File: src/rtl/swae_pkg.sv
package swae_pkg;

  localparam int WINDOW_MAX    = 1024;
  localparam int DUP_THRESHOLD = 3;
  localparam int SLOT_W        = $clog2(WINDOW_MAX);
  localparam int WIN_W         = $clog2(WINDOW_MAX + 1);
  localparam int CNT_W         = 5;

  localparam logic [1:0] OP_HANDSHAKE = 2'd0;
  localparam logic [1:0] OP_SENT      = 2'd1;
  localparam logic [1:0] OP_ACK       = 2'd2;
  localparam logic [1:0] OP_TIMEOUT   = 2'd3;

  localparam logic [2:0] ACT_IGNORED   = 3'd0;
  localparam logic [2:0] ACT_ADVANCED  = 3'd1;
  localparam logic [2:0] ACT_FAST_RETX = 3'd2;
  localparam logic [2:0] ACT_TMO_RETX  = 3'd3;
  localparam logic [2:0] ACT_SENT      = 3'd4;
  localparam logic [2:0] ACT_HANDSHAKE = 3'd5;

  localparam logic [1:0] CFG_WINDOW_SIZE  = 2'd0;
  localparam logic [1:0] CFG_FULL_PAYLOAD = 2'd1;
  localparam logic [1:0] CFG_RTO_FLOOR    = 2'd2;

  localparam logic [11:0] CREDIT_MAX = 12'd2048;

  typedef struct packed {
    logic             start;
    logic [31:0]      dividend;
    logic [WIN_W-1:0] divisor;
  } mod_ctrl_t;

  typedef struct packed {
    logic              done;
    logic [SLOT_W-1:0] slot;
  } mod_stat_t;

endpackage

File: src/rtl/swae_mod.sv
module swae_mod (
  input  logic                clk,
  input  logic                rst_n,
  input  swae_pkg::mod_ctrl_t ctrl,
  output swae_pkg::mod_stat_t stat
);
  import swae_pkg::*;

  logic             busy_r;
  logic             done_r;
  logic [CNT_W-1:0] cnt_r;
  logic [31:0]      dvd_r;
  logic [WIN_W-1:0] div_r;
  logic [WIN_W-1:0] rem_r;
  logic [WIN_W:0]   trial;
  logic [WIN_W-1:0] rem_nxt;

  always_comb begin
    trial = {rem_r, dvd_r[31]};
    if (trial >= {1'b0, div_r}) begin
      rem_nxt = WIN_W'(trial - {1'b0, div_r});
    end else begin
      rem_nxt = trial[WIN_W-1:0];
    end
  end

  always_ff @(posedge clk) begin
    if (!rst_n) begin
      busy_r <= 1'b0;
      done_r <= 1'b0;
      cnt_r  <= '0;
    end else begin
      done_r <= 1'b0;
      if (ctrl.start) begin
        busy_r <= 1'b1;
        cnt_r  <= '0;
        dvd_r  <= ctrl.dividend;
        div_r  <= ctrl.divisor;
        rem_r  <= '0;
      end else if (busy_r) begin
        rem_r <= rem_nxt;
        dvd_r <= {dvd_r[30:0], 1'b0};
        cnt_r <= cnt_r + 1'b1;
        if (cnt_r == {CNT_W{1'b1}}) begin
          busy_r <= 1'b0;
          done_r <= 1'b1;
        end
      end
    end
  end

  assign stat.done = done_r;
  assign stat.slot = rem_r[SLOT_W-1:0];

endmodule

File: config.mk
export PLATFORM = sky130hd
export DESIGN_NAME = swae_mod
export DESIGN_NICKNAME = d
export VERILOG_FILES = /design/src/rtl/swae_pkg.sv /design/src/rtl/swae_mod.sv
export SDC_FILE = /design/constraint.sdc
export NUM_CORES = 1
export LEC_CHECK = 0
export BUFFER_PORTS_ARGS = -buffer_cell sky130_fd_sc_hd__buf_2
export CORE_MARGIN = 2
export CORE_UTILIZATION = 55
export DETAILED_ROUTE_END_ITERATION = 7
export HOLD_SLACK_MARGIN = 0.02
export PLACE_DENSITY = 0.79
export SLEW_MARGIN = 20
export SYNTH_ARGS = -nofsm -noshare
export SYNTH_HDL_FRONTEND = slang
export SYNTH_SLANG_ARGS = --single-unit
File: constraint.sdc
create_clock -name clk -period 6.2 [get_ports clk]
set_input_delay 1.24 -clock clk [delete_from_list [all_inputs] [get_ports clk]]
set_output_delay 1.24 -clock clk [all_outputs]
set_load 0.05 [all_outputs]
# Yosys cells after proc, flatten, opt, wreduce, memory -nomap -nowiden
# Cells that the tools add are included.
totals:
  output_inout_bits: 11
  regBits: 61
  wordCells: 25
  input_bits: 46
classes:
  n_eq_ne: 1
  addsub: 2
  order_cmp: 1
  bitwise: 2
  reduce_logical: 5
  mux: 8
ops:
  columns: ["cell", "count"]
  rows:
  - ["$mux W32", 2]
  - ["$mux W11", 2]
  - ["$ge A12 B11 Y1", 1]
  - ["$sub A11 B11 Y11", 1]
  - ["$add A5 B1 Y5 const B", 1]
  - ["$eq A5 B5 Y1 const B", 1]
  - ["$mux W1", 4]
  - ["$reduce_and A2 Y1", 2]
  - ["$reduce_or A3 Y1", 1]
  - ["$not A1 Y1", 2]
  - ["$reduce_bool A2 Y1", 1]
  - ["$reduce_or A2 Y1", 1]

# Depth between registers and ports, before layout
# Gate-level depths: netlist (run 1).
logic_depth:
  depth_word: 4
  mapped_depth: 10

# Worst setup path after synthesis (run 1)
# OpenSTA, ideal clock, no wires.
synth_path:
  path_kind: "input port to flip-flop"
  from: "input ctrl[43] in the netlist's numbering"
  to: "register dvd_r[0], enable pin"
  path_stages: 2
  arrival_time_ps: 2581
  setup_time_ps: 404
  path_slack_ps: 3215
  required_time_ps: 5796
  cell_sequence: "clkbuf_1 o21a_1"
synth_via:
  elab_chain_cells: 2
synth_lines:
  columns: ["item", "line", "source"]
  rows:
  - ["start: declaration", "swae_mod.sv:4", "input swae_pkg::mod_ctrl_t ctrl,"]
  - ["$reduce_bool A2 Y1 (no source line)", null, null]
  - ["$reduce_and A2 Y1 (no source line)", null, null]
  - ["end signal: assignment", "swae_mod.sv:37", "dvd_r <= ctrl.dividend;"]
  - ["end signal: assignment", "swae_mod.sv:42", "dvd_r <= {dvd_r[30:0], 1'b0};"]
  - ["end: declaration", "swae_mod.sv:12", "logic [31:0] dvd_r;"]
# No other way between the ends.
# A chain may end at the register's enable or synchronous reset.

# Final worst setup path (run 1)
layout_path:
  from: "input ctrl[43] in the netlist's numbering"
  to: "register rem_r[0], enable pin"
layout_via:
  elab_chain_cells: 2
layout_lines:
  columns: ["item", "line", "source"]
  rows:
  - ["$reduce_bool A2 Y1 (no source line)", null, null]
  - ["$reduce_and A2 Y1 (no source line)", null, null]
  - ["end signal: assignment", "swae_mod.sv:41", "rem_r <= rem_nxt;"]
  - ["end: declaration", "swae_mod.sv:14", "logic [WIN_W-1:0] rem_r;"]
# No other way between the ends.

==> results of run 1 <==
## cell usage after synthesis, drive strengths merged (2+ instances only)
master,count,area (um^2)
or3,3,18.8
o31ai,3,22.5
buf,15,100
and2,2,12.5
dfxtp,7,140
clkbuf,4,15.0
nor2,21,78.8
a21boi,2,15.0
a211oi,3,22.5
mux2,31,349
and3,3,18.8
nand2,16,60.1
a21oi,14,81.3
nand3b,3,22.5
xnor2,4,35.0
nand4,2,12.5
o21a,4,30.0
xor2,3,26.3
inv,15,56.3
nand3,6,30.0
edfxtp,54,1620
o21ai,6,30.0
ha,13,163
a31oi,2,12.5
or3b,2,17.5
mux2i,5,50.1
## worst register-to-register path: stages, from the launching register on
cell and delay, ns:
edfxtp_1 0.34, inv_1 0.05, ha_1 0.22, fa_1 0.40
nand2b_2 0.21, a21oi_2 0.18, o2111ai_2 0.20, a21oi_2 0.54
mux2i_1 0.26, nor2_1 0.05
## cell families (layout without fill, tap and decap cells)
| family | count (synthesis) | in the layout | share of synthesized area [%] |
|---|---|---|---|
| compound gates | 38 | 38 | 8.19 |
| fa+ha+maj | 14 | 14 | 5.86 |
| mux | 36 | 36 | 12.8 |
| buf+inv | 34 | 87 | 5.50 |
| xor+xnor | 7 | 7 | 1.97 |
| flops | 61 | 61 | 56.5 |
| simple gates | 60 | 60 | 9.19 |
## power breakdown
part	internal, mW	switching [mW]
Sequential	0.485	0.0142
Clock	0.184	0.152
Combinational	0.0884	0.129
Total	0.758	0.295
## layout make-up
class / instances / area [um^2]
fill: 453 / 1950
sequential: 61 / 1760
multi-input combinational: 155 / 1190
timing repair buffer: 56 / 280
clock buffer: 11 / 131
tap: 72 / 90.1
inverter: 15 / 56.3
clock inverter: 5 / 52.6
## registers in the layout (all words and copies together), names as in the netlist
| name | count |
|---|---|
| done_r | 1 |
| busy_r | 1 |
| dvd_r | 32 |
| rem_r | 11 |
| cnt_r | 5 |
| div_r | 11 |
## path summary, 6_finish.rpt
check        startpoint        to  cells after the start
max            ctrl[43]  rem_r[0]                      2
min reg2reg    cnt_r[3]  cnt_r[3]                      2
max reg2reg   dvd_r[31]  rem_r[2]                      9
min            cnt_r[3]  cnt_r[3]                      2
## routing by layer
metal | track usage [%] | vias to the layer above | wire length, um
met2 | 29.0 | 54 | 2520
li1 | - | 1000 | -
met3 | 5.91 | 11 | 300
met4 | 9.83 | 0 | 125
met1 | 25.5 | 926 | 2550
met5 | 0 | - | 0
## stage by stage
stage / hold slack [ns] / setup WS [ns] / total power [mW] / instance area, um^2 / util [%]
6_report: 0.513 / 3.28 / 1.05 / 3560 / 64.6
5_1_grt: 0.544 / 3.14 / 1.11 / 3560 / 64.6
4_1_cts: 0.520 / 3.29 / 1.06 / 3560 / 64.6
3_5_place_dp: 0.501 / 2.92 / 0.726 / 3370 / 61.3
3_3_place_gp: 0.484 / 2.93 / 0.719 / 3370 / 61.3
2_1_floorplan: 0.467 / 3.22 / 0.681 / 3120 / -
==> run metrics, run 1 <==
row count 27; crit path time final 2.92 ns; Final period util 47.1%; Hold WC Path Type flip-flop to flip-flop; nets@finish 358; sequential area share after synthesis 56.5%; CTS Hold Bufs 0; Final Wtd Congestion 0.755; R2R setup slack 3.48 ns; Crit-path slowest cell o21a_2; Crit Path Category primary input to flip-flop; die width 79.3 um; Yosys warnings 0; drt via density 5.31; post-route ant nets 0; post-placement cell count 359; first-pass GRT wire length 9010 um; synthesized area per cell 12.5 um^2; Max-slew headroom 32.8%; drc violations 0; Die Ht 79.3 um; Pre-antenna DRT Iters 4; Slowest Stage Delay on Critical Path 0.90 ns; Yosys reg bits 61; crit path DAT 2.87 ns; n_diodes 0; largest net degree at the start of global routing 47; PostCTS Resize Cnt 0; setup TNS 0 ns; Post-Synthesis Cells 250; final slew viol count 0; most frequent cells in the layout buf_2 (56), edfxtp_1 (54), mux2_2 (31), nor2_1 (21), nand2_1 (16); Synth-to-Final Area Change 14.1%; Max Cap Viol 0; Root Driver clkbuf_8; Ports 57; initial antenna violation count 0; CP Capture Type flip-flop; Crit path required time 6.15 ns; Synth async-reset ratio 0%; Worst VDD drop 0.000187 V; # H-tree levels 3; CTS tree built; Buf/Inv on CP 1; RSZ-0062 raised after global routing false; post-CTS setup buffer count 0; crit start category primary input; worst path cell trace buf_2 > o21a_2; All-Layer GR Usage 19.3%; estimated wirelength of the detail-placed design 3850 um; Hold Fails Final Rpt 0; initial core utilization 56.6%; WL per Instance 14.7 um; via count 1991; worst skew pair latency 0.34 ns; fraction of layout cells with a size suffix above 1 36.3%; final wirelength 5500 um; crit path max fanout 46; Setup violations, final 0; CTS clk-pin slew, worst paths 0.06 ns; grt ovf 0; cell area after synthesis 3120 um^2; # port buffers 56; Yosys cell types 37; clk sinks 61; Power Density 296 nW/um^2; final cell count without fillers 375; CTS buffer count 9; vias in the first global route 1984; Worst Clk Skew 0.00920 ns; syn_nets 310; worst slew pin tran 1.01 ns; Die Area 6290 um^2; EDFF count, synth 54; Starting DRT DRC Count 179; core area 5510 um^2; outcome finished clean; Leakage 1.45 nW; Fmax achieved 0.343 GHz; clk buf depth 2; crit-path leading delay family compound AO/OA/AOI/OAI gates; most common flop cell mapped by yosys edfxtp_1; commonest non-fill, non-tap cell in the layout buf_2
Power figures use the tool's default switching activity.
==> run 2, diff against run 1 <==
--- a/config.mk
+++ b/config.mk
@@ -5,6 +5,7 @@
 export SDC_FILE = /design/constraint.sdc
 export NUM_CORES = 1
 export LEC_CHECK = 0
+export ABC_AREA = 1
 export BUFFER_PORTS_ARGS = -buffer_cell sky130_fd_sc_hd__buf_2
 export CORE_MARGIN = 2
 export CORE_UTILIZATION = 55
==> constraint.sdc (replaced) <==
create_clock -name clk -period 2.8 [get_ports clk]
set_input_delay 0.56 -clock clk [delete_from_list [all_inputs] [get_ports clk]]
set_output_delay 0.56 -clock clk [all_outputs]
set_load 0.05 [all_outputs]
==> run 2 against run 1 <==
Against the previous run: die area increased by 4.6%; flip-flop and latch count unchanged; worst hold slack got worse by 0.11 ns; largest cell class unchanged; non-clock buffer count increased by 3; largest power group unchanged; combinational power increased to 2.6 times the previous value; clock power increased by 140%.
==> run metrics, run 2 <==
drc violations 0; worst skew pair latency 0.33 ns; outcome finished clean; n_diodes 0; DR WL met3 305 um; Compound-Gate Fraction of Synth Area 3.10%; Worst Clk Skew 0.0119 ns; die width 81.1 um; fraction of layout cells with a size suffix above 1 18.7%; CTS tree built; Setup violations, final 0; Final period util 78.1%; most flop-heavy register dvd_r; XOR/XNOR Fraction of Synth Area 1.07%; Hold Fails Final Rpt 0; Hold WC Path Type primary input to flip-flop; sequential area share after synthesis 53.9%; Starting DRT DRC Count 130; Yosys reg bits 61; Synth Area in Simple Gates 26.9%; final slew viol count 0; Leakage 1.86 nW; CTS buffer count 9; PostCTS Resize Cnt 0; All-Layer GR Usage 21.2%; final wirelength 6210 um; Synth-to-Final Area Change 15.1%; Crit Path Category flip-flop to flip-flop; largest registers dvd_r x32, div_r x11, rem_r x11; crit start category flip-flop; final setup margin 0.613 ns; mux share of post-synthesis cell area 0%; Synth top cells by count nand2_1 (156), edfxtp_1 (54), inv_1 (46); crit path time final 2.19 ns; Max Cap Viol 0; post-placement cell count 498; first-pass GRT wire length 10600 um; worst slew pin tran 0.454 ns; # port buffers 56; most frequent cells in the layout nand2_1 (155), buf_2 (56), edfxtp_1 (54), inv_1 (46), nor2_1 (35); Final Wtd Congestion 0.888; Reg area 1760 um^2; syn_nets 444; Post-Synthesis Cells 384; Root Driver clkbuf_8; RSZ-0062 raised after global routing false; WL per Instance 12.1 um; drt via density 4.99; initial core utilization 56.2%; vias in the first global route 2453; Synth area leaders edfxtp_1 (50%), nand2_1 (18%), inv_1 (5.3%), ha_1 (5.0%), dfxtp_1 (4.3%); clk sinks 61; top-area cell type share of the netlist area 49.6%; Fmax achieved 0.457 GHz; EDFF count, synth 54; post-route ant nets 0; row count 28; Die Ht 81.1 um; met1 wire length 2800 um; cell area after synthesis 3270 um^2; Worst VDD drop 0.000380 V; core area 5820 um^2; nets@finish 494; Die Area 6570 um^2; Multi-input gate area 1200 um^2; crit path max fanout 15; final hold slack 0.399 ns; Pre-antenna DRT Iters 4; grt ovf 0; Synth async-reset ratio 0%; Power Density 670 nW/um^2; top-count cell post-synth nand2_1; estimated wirelength of the detail-placed design 4490 um; largest family of logic cells by synthesized area simple AND/OR/NAND/NOR gates; Crit path required time 2.89 ns; largest net degree at the start of global routing 38; setup TNS 0 ns; met2 WL post-DR 3060 um; crit path DAT 2.27 ns; clk buf depth 2; CTS Hold Bufs 0; Power Total 2.52 mW; Ports 57; final cell count without fillers 514; initial antenna violation count 0; Max-slew headroom 69.7%; Yosys cell types 29; commonest non-fill, non-tap cell in the layout nand2_1; via count 2563; Synth Area in Adders 5.59%; cell accounting for the most synthesized area edfxtp_1; Largest register FFs 32; synthesized area per cell 8.51 um^2; # fillers 525; most common flop cell mapped by yosys edfxtp_1; topmost layer with routed signal wires met4; CP Capture Type flip-flop; post-CTS setup buffer count 0; # H-tree levels 3; pre-CTS WS 0.626 ns; CTS clk-pin slew, worst paths 0.07 ns; Yosys warnings 0
run 2: changes by cell type after synthesis, sizes merged, moves of 4 or more:
cell,before,now
inv,15,48
o21a,4,0
nor3,0,4
mux2i,5,0
nand3,6,10
o21ai,6,10
mux2,31,0
nor2,21,35
nand2,16,160
a21oi,14,8
run 2: worst paths after layout:
kind | start | endpoint | slack, ns | depth (start not counted)
max reg2reg | div_r[0] | rem_r[6] | 0.61 | 12
min | ctrl[4] | div_r[4] | 0.40 | 1
min reg2reg | cnt_r[4] | cnt_r[4] | 0.50 | 2
max | div_r[0] | rem_r[6] | 0.61 | 12
run 2: metal layers:
layer | up-vias | track usage, %
met2 | 65 | 35.8
met5 | - | 0
met4 | 0 | 9.49
met1 | 1184 | 27.0
li1 | 1309 | -
met3 | 5 | 3.22
run 2: through the flow:
stage                     util (%)  cell area [um^2]
after floorplan                  -              3270
after global placement        61.1              3550
after detailed placement      61.1              3550
after CTS                     64.7              3760
after global routing          64.7              3760
final                         64.7              3760
run 2: kinds of logic (layout without fill, tap and decap cells):
kind of cell	after synthesis	in the layout
flops	61	61
compound gates	19	19
buf+inv	69	124
fa+ha+maj	14	14
simple gates	217	217
xor+xnor	4	4
run 2: report_power, final:
| part | leakage (nW) | internal, mW | total [mW] | switching (mW) |
|---|---|---|---|---|
| registers | 0.581 | 1.09 | 1.13 | 0.0375 |
| logic | 1.18 | 0.190 | 0.568 | 0.378 |
| clock network | 0.0986 | 0.496 | 0.820 | 0.324 |
run 2: final cells by class:
| class | instances | area share [%] |
|---|---|---|
| Clock buffer | 11 | 3.49 |
| Inverter | 49 | 4.89 |
| Timing Repair Buffer | 59 | 8.38 |
| Clock inverter | 5 | 2.00 |
| Sequential cell | 61 | 46.8 |
| Tap cell | 75 | 2.50 |
| Multi-Input combinational cell | 254 | 31.9 |
run 2: critical path: stages (launching register included):
cell,delay [ns]
edfxtp_1,0.38
ha_1,0.22
fa_1,0.41
inv_1,0.09
nand2_1,0.05
nand2_1,0.11
nand2_2,0.09
nand2_2,0.07
nand2_2,0.07
nand3_4,0.17
inv_2,0.11
nor2_1,0.11
nor2_1,0.05
==> run 3, diff against run 2 <==
--- a/config.mk
+++ b/config.mk
@@ -5,13 +5,13 @@
 export SDC_FILE = /design/constraint.sdc
 export NUM_CORES = 1
 export LEC_CHECK = 0
-export ABC_AREA = 1
+export ABC_AREA = 0
 export BUFFER_PORTS_ARGS = -buffer_cell sky130_fd_sc_hd__buf_2
 export CORE_MARGIN = 2
-export CORE_UTILIZATION = 55
+export CORE_UTILIZATION = 50
 export DETAILED_ROUTE_END_ITERATION = 7
 export HOLD_SLACK_MARGIN = 0.02
-export PLACE_DENSITY = 0.79
+export PLACE_DENSITY = 0.76
 export SLEW_MARGIN = 20
 export SYNTH_ARGS = -nofsm -noshare
 export SYNTH_HDL_FRONTEND = slang
==> constraint.sdc (replaced) <==
create_clock -name clk -period 1.8 [get_ports clk]
set_input_delay 0.36 -clock clk [delete_from_list [all_inputs] [get_ports clk]]
set_output_delay 0.36 -clock clk [all_outputs]
set_load 0.05 [all_outputs]
==> run 3 against run 2 <==
Against the previous run: clock power grew 49%; highest routed layer unchanged; worst hold slack lost 0.22 ns; core utilization grew 3.4 points; clock skew shrank 0.0023 ns; sequential share of layout area shrank 3.7 points; the flow now finishes with violations (negative setup slack).
==> run metrics, run 3 (synthesized netlist as in run 1, its figures left out) <==
outcome finished, violations left; failing checks negative setup slack; clock network power share 30.3%; setup TNS -4.54 ns; commonest non-fill, non-tap cell in the layout buf_2; die width 83.0 um; final wirelength 6500 um; Root Driver clkbuf_8; grt ovf 0; clk buf depth 2; vias in the first global route 2332; worst path cell trace inv_1 > ha_2 > fa_2 > nand2b_4 > a21oi_4 > o2111ai_4 > a21o_4 > and3_4 > a211o_1; row count 28; # fillers 427; Hold Fails Final Rpt 0; initial antenna violation count 0; crit path time final 2.29 ns; pre-CTS WS -0.546 ns; Worst Clk Skew 0.00963 ns; core area 5990 um^2; internal power 2.84 mW; Final Wtd Congestion 0.875; Synth-to-Final Area Change 30.9%; final cell count without fillers 426; Largest register FFs 32; All-Layer GR Usage 19.9%; Max-slew headroom 62.8%; final setup margin -0.494 ns; drt via density 5.30; Slowest Stage Delay on Critical Path 0.35 ns; fraction of layout cells with a size suffix above 1 50.4%; Leakage 1.72 nW; largest registers dvd_r x32, div_r x11, rem_r x11; drc violations 0; Die Area 6880 um^2; Crit path required time 1.90 ns; crit path DAT 2.39 ns; # H-tree levels 3; final slew viol count 0; Switch Pwr 1.18 mW; nets@finish 406; Reg area 1760 um^2; Worst VDD drop 0.000552 V; CTS buffer count 9; Post-Route Utilization 68.1%; n_diodes 0; most flop-heavy register dvd_r; CP Capture Type flip-flop; Buf/Inv on CP 1; post-route ant nets 0; Starting DRT DRC Count 129; sequential share of power 42.6%; Setup violations, final 11; Sw Share 29.4%; Pre-antenna DRT Iters 4; # port buffers 56; worst slew pin tran 0.554 ns; RSZ-0062 raised after global routing true; WL per Instance 15.3 um; crit-path leading delay family compound AO/OA/AOI/OAI gates; Hold WC Path Type primary input to flip-flop; Crit Path Category flip-flop to flip-flop; Power Density 986 nW/um^2; Max Cap Viol 0; most frequent cells in the layout buf_2 (56), edfxtp_1 (54), buf_4 (43), mux2_2 (31), nor2_1 (20); CTS tree built; Fmax achieved 0.436 GHz; post-placement cell count 406; worst skew pair latency 0.35 ns; via count 2256; clk sinks 61; CTS clk-pin slew, worst paths 0.08 ns; largest net degree at the start of global routing 37; crit start category flip-flop; Multi-input gate area 1290 um^2; Power Total 4.02 mW; Crit-path slowest cell edfxtp_1; first-pass GRT wire length 10800 um; estimated wirelength of the detail-placed design 4620 um; initial core utilization 52.0%; crit path max fanout 4; Ports 57; Comb pwr share 27.1%; Final period util 127%; Die Ht 83.0 um
run 3: worst paths after layout:
kind,start,endpoint,slack [ns],cells past startpoint
hold / removal,ctrl[0],div_r[0],0.18,1
setup / recovery,dvd_r[31],rem_r[10],-0.49,9
setup reg to reg,dvd_r[31],rem_r[10],-0.49,9
hold reg to reg,cnt_r[4],cnt_r[4],0.51,2
run 3: cell type report:
class | count | area share [%]
Clock inverter | 7 | 1.81
Inverter | 15 | 1.38
Timing Repair Buffer | 104 | 16.6
Multi-Input combinational cell | 155 | 31.7
Clock buffer | 9 | 3.04
Tap cell | 75 | 2.30
Sequential cell | 61 | 43.2
run 3: power by group through the flow:
stage          Sequential [mW]  Combinational [mW]  Clock, mW
2_1_floorplan             1.73               0.646          0
3_3_place_gp              1.74               0.945          0
3_5_place_dp              1.74               0.972          0
4_1_cts                   1.71                1.05       1.24
5_1_grt                   1.72                1.19       1.31
6_report                  1.71                1.09       1.22
run 3: repair_timing:
item                       in CTS  in global routing
pin swaps                       8                  5
resized for setup              10                 10
hold buffers                    0                  0
setup endpoints to repair      11                 11
buffers inserted                2                  2
run 3: per-layer routing:
layer	vias up	global-route usage, %	routed length (um)
met5	-	0	0
met4	0	10.3	165
met3	14	5.47	314
met2	60	32.0	3190
met1	1082	24.6	2830
li1	1100	-	-
run 3: stage by stage:
stage / cell area (um^2) / hold WS, ns
floorplan: 3160 / 0.459
global route: 4080 / 0.174
global placement: 3760 / 0.483
CTS: 4030 / 0.167
detailed placement: 3760 / 0.501
finish: 4080 / 0.179
